<file path="src/rtl/prd_pkg.sv">
`timescale 1ns / 1ps
`default_nettype none
// ----------------------------------------------------------------------------
// prd_pkg
// shared types and constants of the planar run-coded row decoder
// ----------------------------------------------------------------------------
package prd_pkg;

  // code byte values
  localparam logic [7:0] CodeFillN     = 8'h00;
  localparam logic [7:0] CodeOne       = 8'h01;
  localparam logic [7:0] CodeFillMax   = 8'h07;
  localparam logic [7:0] CodeOlderMax  = 8'h0d;
  localparam logic [7:0] CodeCopyP2    = 8'h0e;
  localparam logic [7:0] CodeCopyP01   = 8'h0f;
  localparam logic [7:0] OlderBias     = 8'h06;
  localparam logic [7:0] CountSplit    = 8'h80;

  // command operations handed from front to back
  typedef enum logic [1:0] {
    OpFill  = 2'd0,
    OpOlder = 2'd1,
    OpCopy  = 2'd2
  } op_e;

  // one queued command
  typedef struct packed {
    op_e        op;
    logic [1:0] src;
    logic [7:0] count;
    logic [7:0] value;
  } cmd_t;

  // result beat
  typedef struct packed {
    logic [23:0] left_pixels;
    logic [23:0] right_pixels;
    logic [5:0]  pair_index;
    logic [3:0]  palette_high;
    logic        row_last;
    logic        image_last;
  } result_t;

  // three plane bytes to eight 3-bit pixels
  function automatic logic [23:0] chunky(logic [7:0] b0, logic [7:0] b1, logic [7:0] b2);
    logic [23:0] r;
    r = '0;
    for (int i = 0; i < 8; i++) begin
      r[21 - 3 * i +: 3] = {b2[7 - i], b1[7 - i], b0[7 - i]};
    end
    return r;
  endfunction

endpackage
`default_nettype wire

</file>
<file path="src/rtl/prd_queue.sv">
`timescale 1ns / 1ps
`default_nettype none
// ----------------------------------------------------------------------------
// prd_queue
// two-entry command queue between parser and executor
// ----------------------------------------------------------------------------
module prd_queue (
  input  wire logic          clk_i,
  input  wire logic          rst_ni,
  input  wire logic          wr_valid_i,
  output logic               wr_ready_o,
  input  prd_pkg::cmd_t      wr_data_i,
  output logic               rd_valid_o,
  input  wire logic          rd_ready_i,
  output prd_pkg::cmd_t      rd_data_o
);
  import prd_pkg::*;

  cmd_t       mem_q [2];
  logic       wp_q, rp_q;
  logic [1:0] cnt_q;
  logic       push, pop;

  assign wr_ready_o = cnt_q != 2'd2;
  assign rd_valid_o = cnt_q != 2'd0;
  assign rd_data_o  = mem_q[rp_q];
  assign push       = wr_valid_i && wr_ready_o;
  assign pop        = rd_valid_o && rd_ready_i;

  // storage
  always_ff @(posedge clk_i) begin
    if (push) mem_q[wp_q] <= wr_data_i;
  end

  // pointers
  always_ff @(posedge clk_i or negedge rst_ni) begin
    if (!rst_ni) begin
      wp_q  <= 1'b0;
      rp_q  <= 1'b0;
      cnt_q <= 2'd0;
    end else begin
      if (push) wp_q <= ~wp_q;
      if (pop) rp_q <= ~rp_q;
      cnt_q <= cnt_q + {1'b0, push} - {1'b0, pop};
    end
  end
endmodule
`default_nettype wire

</file>
<file path="config.mk">
export PLATFORM = sky130hd
export DESIGN_NAME = prd_queue
export DESIGN_NICKNAME = d
export VERILOG_FILES = /design/src/rtl/prd_pkg.sv /design/src/rtl/prd_queue.sv
export SDC_FILE = /design/constraint.sdc
export NUM_CORES = 1
export LEC_CHECK = 0
export BUFFER_PORTS_ARGS = -buffer_cell sky130_fd_sc_hd__buf_4
export CORE_MARGIN = 2
export CORE_UTILIZATION = 50
export DETAILED_ROUTE_END_ITERATION = 8
export PLACE_DENSITY = 0.77
export SKIP_LAST_GASP = 1
export SLEW_MARGIN = 20
export SYNTH_ARGS = -nofsm -noshare
export SYNTH_HDL_FRONTEND = slang
export SYNTH_SLANG_ARGS = --single-unit
</file>
<file path="constraint.sdc">
create_clock -name clk_i -period 2.2 [get_ports clk_i]
set_input_delay 0.33 -clock clk_i [delete_from_list [all_inputs] [get_ports clk_i]]
set_output_delay 0.33 -clock clk_i [all_outputs]
set_load 0.01 [all_outputs]
</file>
==> out/metrics.csv <==
stage;metric;value;unit
layout;drive_gt1_share;43.3;%
clock_tree;clk_pin_slew;0.12;ns
sta;slew-limit-headroom;76.4;%
clock_tree;post-cts-setup-buffers;0;
synthesis;syn_avg_cell_area;20.8;um2
hold_path;hold_class;in2reg;
sta;setup_ws;0.161;ns
place;post_dp_cell_area;2050;um2
global_routing;grt_pass1_vias;840;
clock_tree;cts_resized;0;
drt;drcViolationCount;0;
synthesis;ys_types;15;
drt;vias_per_cell;4.67;
global_routing;grt_first_pass_wirelength;3830;um
floorplan;dieHeight;61.3;um
setup_path;r2r_slack;0.51;ns
clock_tree;cts_root_buf;clkbuf_4;
setup_path;cp_max_fo;13;
clock_tree;ctsHtreeMaxLevel;2;
synthesis;yosysSeqAreaShare;79.3;%
drt;route.vias.total;831;
power_and_ir_drop;ir_drop;0.609;mV
global_routing;track_usage;15.4;%
synthesis;synth_nets;105;
drt;ant_nets;0;
place;io_buffers;45;
hold_path;min_to;mem_q[0][7]$_DFFE_PP_;
floorplan;coreArea;3080;um2
clock_tree;cts-buffers-inserted;5;
layout;fin_nets;160;
floorplan;die-area;3750;um2
job;cap_violations;0;
power_and_ir_drop;power_frac_seq;49.8;%
power_and_ir_drop;fin_total_pwr;2480;uW
floorplan;rows;20;
power_and_ir_drop;power.clock.fraction;14.1;%
drt;wl_per_cell;13.8;um
floorplan;start_util;53.3;%
synthesis;yosys_warnings;0;
drt;drt_iter0_drc;29;
setup_path;worst-setup-path-type;reg2out;
setup_path;reg2reg_from;cnt_q[1]$_DFF_PN0_;
layout;n_antenna_cell;0;
power_and_ir_drop;p_leak;0.000818;uW
sta;rsz0062_at_grt;false;
clock_tree;cts_tree;done;
sta;setup_viol;0;
setup_path;cp_data_required_time;1.87;ns
synthesis;syn_area;1640;um2
drt;routed_wl;2460;um
layout;fin_cells;178;
global_routing;gr-total-overflow;0;
layout;area.growth.synth_to_final;28.5;%
hold_path;holdCritStartpoint;wr_data_i[7];
hold_path;hold_path_depth;1;
floorplan;fp.dieW;61.3;um
clock_tree;cts_num_sinks;44;
power_and_ir_drop;p_switching;734;uW
clock_tree;clk_path_buf_depth;2;
clock_tree;cts_hold_buf;1;
setup_path;r2r-end;cnt_q[1]$_DFF_PN0_;
setup_path;cp_data_arrival_time;1.71;ns
sta;hold_violations;0;
drt;drtPass1Iterations;4;
sta;worst_slew_pin_slew;0.355;ns
synthesis;ys_seq_elements;44;
sta;worst_clock_skew;0.0126;ns
setup_path;start_kind;flop;
sta;fmax;491;MHz
sta;finalSetupTns;0;ns
setup_path;cp-end-kind;output pin;
layout;fin_area;2110;um2
sta;fin_crit_sh;92.7;%
floorplan;num_io_pins;46;
setup_path;rr_worst_depth;7;
global_routing;grt_max_degree;21;
place;placed_cells;170;
sta;fin_crit;2.04;ns
sta;maxSlewViolCount;0;
run_status;outcome;complete, no violations;
power_and_ir_drop;p_sw_share;29.6;%
power_and_ir_drop;internal-power;1740;uW
synthesis;syn_inst;79;
global_routing;antenna_found_initial;0;
place;place_congestion;0.670;
power_and_ir_drop;power.density;1180;nW/um2
place;place_ws;0.525;ns
clock_tree;clkLatencyLatePin;0.35;ns
power_and_ir_drop;power_frac_comb;36.1;%
==> through the flow <==
stage	hold slack, ns	utilization [%]
after floorplan	0.0344	-
after global placement	0.129	66.6
after detailed placement	0.129	66.6
after CTS	0.135	68.5
after global routing	0.132	68.5
final	0.150	68.5
==> power groups by stage <==
stage                     sequential (uW)  clock [uW]  combinational, uW
after floorplan                      1220           0                528
after global placement               1240           0                892
after detailed placement             1260           0                906
after CTS                            1240         363                917
after global routing                 1260         390                989
final                                1230         349                895
==> flip-flops by register name, indices dropped and copies added, names as in the netlist <==
name,cells
cnt_q,2
wp_q,1
rp_q,1
mem_q,40
==> how the worst max path moves through the flow <==
stage | start | endpoint | slack [ns] | cells past startpoint
final | rp_q$_DFFE_PN0P_ | rd_data_o[19] | 0.16 | 3
after global routing | rp_q$_DFFE_PN0P_ | rd_data_o[7] | 0.06 | 3
after CTS | rp_q$_DFFE_PN0P_ | rd_data_o[19] | 0.12 | 3
after detailed placement | cnt_q[1]$_DFF_PN0_ | cnt_q[1]$_DFF_PN0_ | 0.52 | 7
after global placement | rp_q$_DFFE_PN0P_ | rd_data_o[19] | 0.55 | 3
after floorplan | cnt_q[1]$_DFF_PN0_ | mem_q[0][0]$_DFFE_PP_ | 0.28 | 3
==> metal layers <==
layer / up-vias / GRT usage [%] / part of all wire, %
met5: - / 0 / 0
met4: 0 / 6.52 / 1.8
met3: 6 / 7.14 / 8.0
met2: 35 / 24.9 / 50
met1: 383 / 17.7 / 40
li1: 407 / - / -
==> cells in the final DEF, fill, tap and decap left out, drive strengths merged, types with 2 or more instances in the layout <==
cell	netlist	routed
edfxtp	40	40
ha	2	2
dfrtp	4	4
xnor2	3	3
mux2	20	20
clkbuf	0	6
buf	2	49
==> cell families (layout without fill, tap and decap cells) <==
kind of cell,after synthesis,in the layout,synth area share [%]
flops,44,44,79.3
mux,20,20,13.7
simple gates,6,6,2.14
xor+xnor,4,4,2.14
buf+inv,3,58,1.14
fa+ha+maj,2,2,1.53
==> synth_stat cells <==
| cell type | count | area, um2 |
|---|---|---|
| nand2b_1 | 1 | 6.26 |
| mux2_1 | 19 | 214 |
| and3_1 | 1 | 6.26 |
| and2_4 | 1 | 8.76 |
| ha_1 | 2 | 25.0 |
| xor2_1 | 1 | 8.76 |
| nand2_1 | 1 | 3.75 |
| inv_1 | 1 | 3.75 |
| nor2_1 | 1 | 3.75 |
| xnor2_1 | 3 | 26.3 |
| buf_4 | 2 | 15.0 |
| mux2_2 | 1 | 11.3 |
| edfxtp_1 | 40 | 1200 |
| or2_1 | 1 | 6.26 |
| dfrtp_1 | 4 | 100 |
==> critical path: stages (launching register included) <==
cell     delay [ns]
dfrtp_1        0.57
buf_4          0.29
mux2_2         0.36
buf_4          0.14
==> final cells by class <==
cell class | instances | area, um2
multi-input cells | 32 | 323
well taps | 44 | 55.1
flip-flops and latches | 44 | 1300
repair buffers | 50 | 378
inverters | 1 | 3.75
clock inverters | 1 | 5.00
fillers | 234 | 971
clock buffers | 6 | 41.3
(Power assumes the default switching activity.)
