## src/rtl/prd_pkg.sv

```systemverilog
`timescale 1ns / 1ps
`default_nettype none
// ----------------------------------------------------------------------------
// prd_pkg
// shared types and constants of the planar run-coded row decoder
// ----------------------------------------------------------------------------
package prd_pkg;

  // code byte values
  localparam logic [7:0] CodeFillN     = 8'h00;
  localparam logic [7:0] CodeOne       = 8'h01;
  localparam logic [7:0] CodeFillMax   = 8'h07;
  localparam logic [7:0] CodeOlderMax  = 8'h0d;
  localparam logic [7:0] CodeCopyP2    = 8'h0e;
  localparam logic [7:0] CodeCopyP01   = 8'h0f;
  localparam logic [7:0] OlderBias     = 8'h06;
  localparam logic [7:0] CountSplit    = 8'h80;

  // command operations handed from front to back
  typedef enum logic [1:0] {
    OpFill  = 2'd0,
    OpOlder = 2'd1,
    OpCopy  = 2'd2
  } op_e;

  // one queued command
  typedef struct packed {
    op_e        op;
    logic [1:0] src;
    logic [7:0] count;
    logic [7:0] value;
  } cmd_t;

  // result beat
  typedef struct packed {
    logic [23:0] left_pixels;
    logic [23:0] right_pixels;
    logic [5:0]  pair_index;
    logic [3:0]  palette_high;
    logic        row_last;
    logic        image_last;
  } result_t;

  // three plane bytes to eight 3-bit pixels
  function automatic logic [23:0] chunky(logic [7:0] b0, logic [7:0] b1, logic [7:0] b2);
    logic [23:0] r;
    r = '0;
    for (int i = 0; i < 8; i++) begin
      r[21 - 3 * i +: 3] = {b2[7 - i], b1[7 - i], b0[7 - i]};
    end
    return r;
  endfunction

endpackage
`default_nettype wire

```

## src/rtl/prd_front.sv

```systemverilog
`timescale 1ns / 1ps
`default_nettype none
// ----------------------------------------------------------------------------
// prd_front
// parses code bytes into fill, older-fill and copy commands
// ----------------------------------------------------------------------------
module prd_front (
  input  wire logic          clk_i,
  input  wire logic          rst_ni,
  input  wire logic          in_valid_i,
  output logic               in_ready_o,
  input  wire logic [7:0]    byte_i,
  output logic               cmd_valid_o,
  input  wire logic          cmd_ready_i,
  output prd_pkg::cmd_t      cmd_o
);
  import prd_pkg::*;

  localparam logic [1:0] PhCode  = 2'd0;
  localparam logic [1:0] PhOper  = 2'd1;
  localparam logic [1:0] PhValue = 2'd2;

  logic [1:0] phase_q, phase_d;
  logic [7:0] code_q, code_d, count_q, count_d;
  logic       emit;
  cmd_t       cmd;

  assign in_ready_o = cmd_ready_i;

  // classify the byte against the phase
  always_comb begin
    phase_d   = phase_q;
    code_d    = code_q;
    count_d   = count_q;
    emit      = 1'b0;
    cmd.op    = OpFill;
    cmd.src   = 2'd0;
    cmd.count = 8'd1;
    cmd.value = byte_i;
    case (phase_q)
      PhCode: begin
        if (byte_i <= CodeFillMax || byte_i == CodeCopyP2 || byte_i == CodeCopyP01) begin
          code_d  = byte_i;
          phase_d = PhOper;
        end else if (byte_i <= CodeOlderMax) begin
          emit      = 1'b1;
          cmd.op    = OpOlder;
          cmd.count = byte_i - OlderBias;
        end else begin
          emit = 1'b1;
        end
      end
      PhOper: begin
        phase_d = PhCode;
        emit    = 1'b1;
        if (code_q == CodeFillN) begin
          if (byte_i < CountSplit) begin
            count_d = byte_i;
            phase_d = PhValue;
            emit    = 1'b0;
          end else begin
            cmd.op    = OpOlder;
            cmd.count = byte_i - CountSplit;
          end
        end else if (code_q == CodeOne) begin
          cmd.count = 8'd1;
        end else if (code_q <= CodeFillMax) begin
          cmd.count = code_q;
        end else if (code_q == CodeCopyP2) begin
          cmd.op    = OpCopy;
          cmd.src   = 2'd2;
          cmd.count = byte_i;
        end else begin
          cmd.op = OpCopy;
          if (byte_i < CountSplit) begin
            cmd.src   = 2'd0;
            cmd.count = byte_i;
          end else begin
            cmd.src   = 2'd1;
            cmd.count = byte_i - CountSplit;
          end
        end
      end
      default: begin
        phase_d   = PhCode;
        emit      = 1'b1;
        cmd.count = count_q;
      end
    endcase
  end

  assign cmd_valid_o = in_valid_i && emit;
  assign cmd_o       = cmd;

  // phase registers
  always_ff @(posedge clk_i or negedge rst_ni) begin
    if (!rst_ni) begin
      phase_q <= PhCode;
      code_q  <= '0;
      count_q <= '0;
    end else if (in_valid_i && cmd_ready_i) begin
      phase_q <= phase_d;
      code_q  <= code_d;
      count_q <= count_d;
    end
  end
endmodule
`default_nettype wire

```

## config.mk

```make
export PLATFORM = sky130hd
export DESIGN_NAME = prd_front
export DESIGN_NICKNAME = d
export VERILOG_FILES = /design/src/rtl/prd_pkg.sv /design/src/rtl/prd_front.sv
export SDC_FILE = /design/constraint.sdc
export NUM_CORES = 1
export LEC_CHECK = 0
export ABC_AREA = 0
export ABC_CLOCK_PERIOD_IN_PS = 2600
export BUFFER_PORTS_ARGS = -buffer_cell sky130_fd_sc_hd__buf_2
export CORE_UTILIZATION = 50
export CTS_CLUSTER_DIAMETER = 150
export DETAILED_ROUTE_END_ITERATION = 8
export HOLD_SLACK_MARGIN = 0.12
export PLACE_DENSITY_LB_ADDON = 0.3
export RECOVER_POWER = 100
export SYNTH_ARGS = -nofsm -noshare
export SYNTH_HDL_FRONTEND = slang
export SYNTH_SLANG_ARGS = --single-unit
```

## constraint.sdc

```tcl
create_clock -name clk_i -period 2.6 [get_ports clk_i]
set_clock_uncertainty 0.2 [all_clocks]
set_input_delay 0.39 -clock clk_i [delete_from_list [all_inputs] [get_ports clk_i]]
set_output_delay 0.39 -clock clk_i [all_outputs]
set_load 0.01 [all_outputs]
```

==> results.sh <==
export IMPL_synthToLayoutAreaGrowth_pct=22.52
export IMPL_drtIter0Drc=33
export IMPL_rsz0062_at_grt="yes"
export IMPL_cts_made_buffers=3
export IMPL_globalplace_congestion=0.8736
export IMPL_clock_sinks=18
export IMPL_diodes=0
export IMPL_syn_area_mm2=0.001111
export IMPL_hold_ws_ns=0.1644
export IMPL_timing_worst_setup_path_type="reg2out"
export IMPL_num_rows=16
export IMPL_slowest_stage="or4_4"
export IMPL_antenna_found_initial=0
export IMPL_p_per_area_mw_per_mm2=485.8
export IMPL_muxShareOfSynthArea_pct=11.04
export IMPL_die_w_um=49.14
export IMPL_synth_adder_area_share_pct=1.126
export IMPL_hp_class="in2reg"
export IMPL_period_needed_ns=2.557
export IMPL_clk_latency_ns=0.29
export IMPL_nNetsFinal=159
export IMPL_synthArstFlopShare_pct=100.0
export IMPL_viasPerCell=5.703
export IMPL_io_buffers=33
export IMPL_dr_pass1_iters=4
export IMPL_place_hpwl_um=1798
export IMPL_slowest_delay_ns=0.59
export IMPL_postRouteAntennaNets=0
export IMPL_required_ns=2.01
export IMPL_synth_main_ff_cell="dfrtp_1"
export IMPL_max_slew_worst_pin_slew_ns=0.9658
export IMPL_power_leakage_nw=0.7009
export IMPL_cts_tree="built"
export IMPL_cp_arrival_ns=1.97
export IMPL_drive_above_1_share_pct=44.14
export IMPL_postSynthCellCount=112
export IMPL_clk_pin_slew_ns=0.10
export IMPL_grtUsageTotal_pct=23.92
export IMPL_grt_max_degree=20
export IMPL_die_area_mm2=0.002415
export IMPL_syn_avg_cell_area_um2=9.920
export IMPL_final_max_slew_violation_count=0
export IMPL_tns_ns=0
export IMPL_cap_violations=0
export IMPL_drt_total_wl_um=2623
export IMPL_period_share_pct=98.35
export IMPL_clock_path_buffers=2
export IMPL_overflow=0
export IMPL_synthTopCellsByArea="dfrtp_1 (41%), mux2_2 (10%), buf_4 (6.1%), and2b_2 (3.2%), nand2_1 (3.0%)"
export IMPL_synth_compound_area_share_pct=14.30
export IMPL_clk_root_buffer_cell="clkbuf_4"
export IMPL_core_area_mm2=0.002022
export IMPL_status="completed"
export IMPL_synth_edf_count=0
export IMPL_cp_end_kind="output pin"
export IMPL_ys_seq_area_share_pct=40.54
export IMPL_grt_pass1_vias=943
export IMPL_critPathLaunchType="flop"
export IMPL_ys_types=39
export IMPL_cp_cell_sequence="or4_4 > o32a_1 > nor2_1 > o31ai_1 > buf_2"
export IMPL_route_vias_total=981
export IMPL_yosys_register_bits=18
export IMPL_post_drt_wl_per_cell_um=15.25
export IMPL_yosysMostFrequentCell="dfrtp_1"
export IMPL_ios=34
export IMPL_route_detailed_drc=0
export IMPL_synth_top_area_share_pct=40.54
export IMPL_initial_utilization_pct=54.95
export IMPL_yosys_top_cells_count="dfrtp_1 (18), mux2_2 (10), buf_4 (9), nand2_1 (9), nor2_1 (8)"
export IMPL_synth_xor_area_share_pct=0
export IMPL_fmax_mhz=391.1
export IMPL_max_slew_margin_pct=35.61
export IMPL_hold_violations=0
export IMPL_fp_dieH_um=49.14
export IMPL_setup_viol=0
export IMPL_cts_max_level=1
export IMPL_synth_warnings=0
export IMPL_synth_top_family_by_area="simple AND/OR/NAND/NOR gates"
export IMPL_synth_simple_area_share_pct=23.09
export IMPL_worstPathMaxFanout=5
export IMPL_synth_top_cell_by_area="dfrtp_1"
export IMPL_peakVddDrop_v=0.0004265
export IMPL_grt_pass1_wl_um=4416
export IMPL_syn_nets=125
-- metrics by stage --
stage	instances	setup slack (ns)	util (%)	cell area, um^2	total power [W]
3_5_place_dp	164	0.08598	62.31	1260	0.0004799
3_3_place_gp	164	0.1166	62.31	1260	0.0004736
4_1_cts	171	0.03805	65.90	1333	0.0006562
6_report	172	0.04291	67.33	1361	0.0006614
2_1_floorplan	112	0.3172	-	1111	0.0004212
5_1_grt	172	-0.03412	67.33	1361	0.0006965
-- cell families after synthesis --
| family | after synthesis |
|---|---|
| flops | 18 |
| fa+ha+maj | 1 |
| buf+inv | 18 |
| mux | 11 |
| simple gates | 42 |
| compound gates | 22 |
-- layer usage --
metal	wire length, um	track usage (%)
met1	1118	31.65
met2	1243	38.81
met3	171	2.492
met4	91	11.76
met5	0	0
-- flip-flops by register name, summed over array words and instances, names as in the netlist --
| name | flops |
|---|---|
| count_q | 8 |
| code_q | 8 |
| phase_q | 2 |
-- final timing paths --
path                       depth (start not counted)  startpoint         end  slack [ns]
max                                                5   code_q[6]    cmd_o[8]        0.04
min                                                2   byte_i[5]  count_q[5]        0.16
min in group asynchronous                          2      rst_ni   code_q[7]        0.55
max in group asynchronous                          2      rst_ni   code_q[6]        1.06
min reg2reg                                        1  count_q[7]  count_q[7]        0.31
max reg2reg                                        6   code_q[7]  count_q[0]        0.20
-- placed cells by master (no fill, tap or decap), types with 3 or more instances in the layout --
cell type / n
buf_2: 24
dfrtp_1: 18
mux2_2: 10
nand2_1: 9
clkbuf_1: 9
buf_4: 8
nor2_1: 7
o21ai_0: 4
inv_1: 4
nand3_1: 4
and2b_2: 4
a21oi_1: 3
clkbuf_4: 3
-- cell type report --
type / instances / area, um^2
clock buffer: 4 / 36.28
fill: 172 / 660.6
inverter: 4 / 15.01
multi-input combinational: 76 / 590.6
sequential: 18 / 450.4
tap: 27 / 33.78
timing repair buffer: 43 / 235.2
-- timing repair --
action	4_1_cts	5_1_grt
resized for setup	2	8
buffers inserted	2	1
endpoints found under the hold margin	18	0
setup endpoints to repair	6	5
hold buffers	1	0
pin swaps	2	0
-- critical path: cells and delay by family, from the launching register on --
kind,cells,cell delay [ns]
AOI/OAI and AO/OA,2,0.43
and+or+nand+nor,2,0.68
DFF,1,0.41
buffers and inverters,1,0.15
-- where the power goes --
| part | switching, W | internal (W) |
|---|---|---|
| Sequential | 0.0000223 | 0.000305 |
| Clock | 0.0000857 | 0.0000855 |
| Combinational | 0.0000809 | 0.0000822 |
| Total | 0.000189 | 0.000472 |
Power figures use the tool's default switching activity.
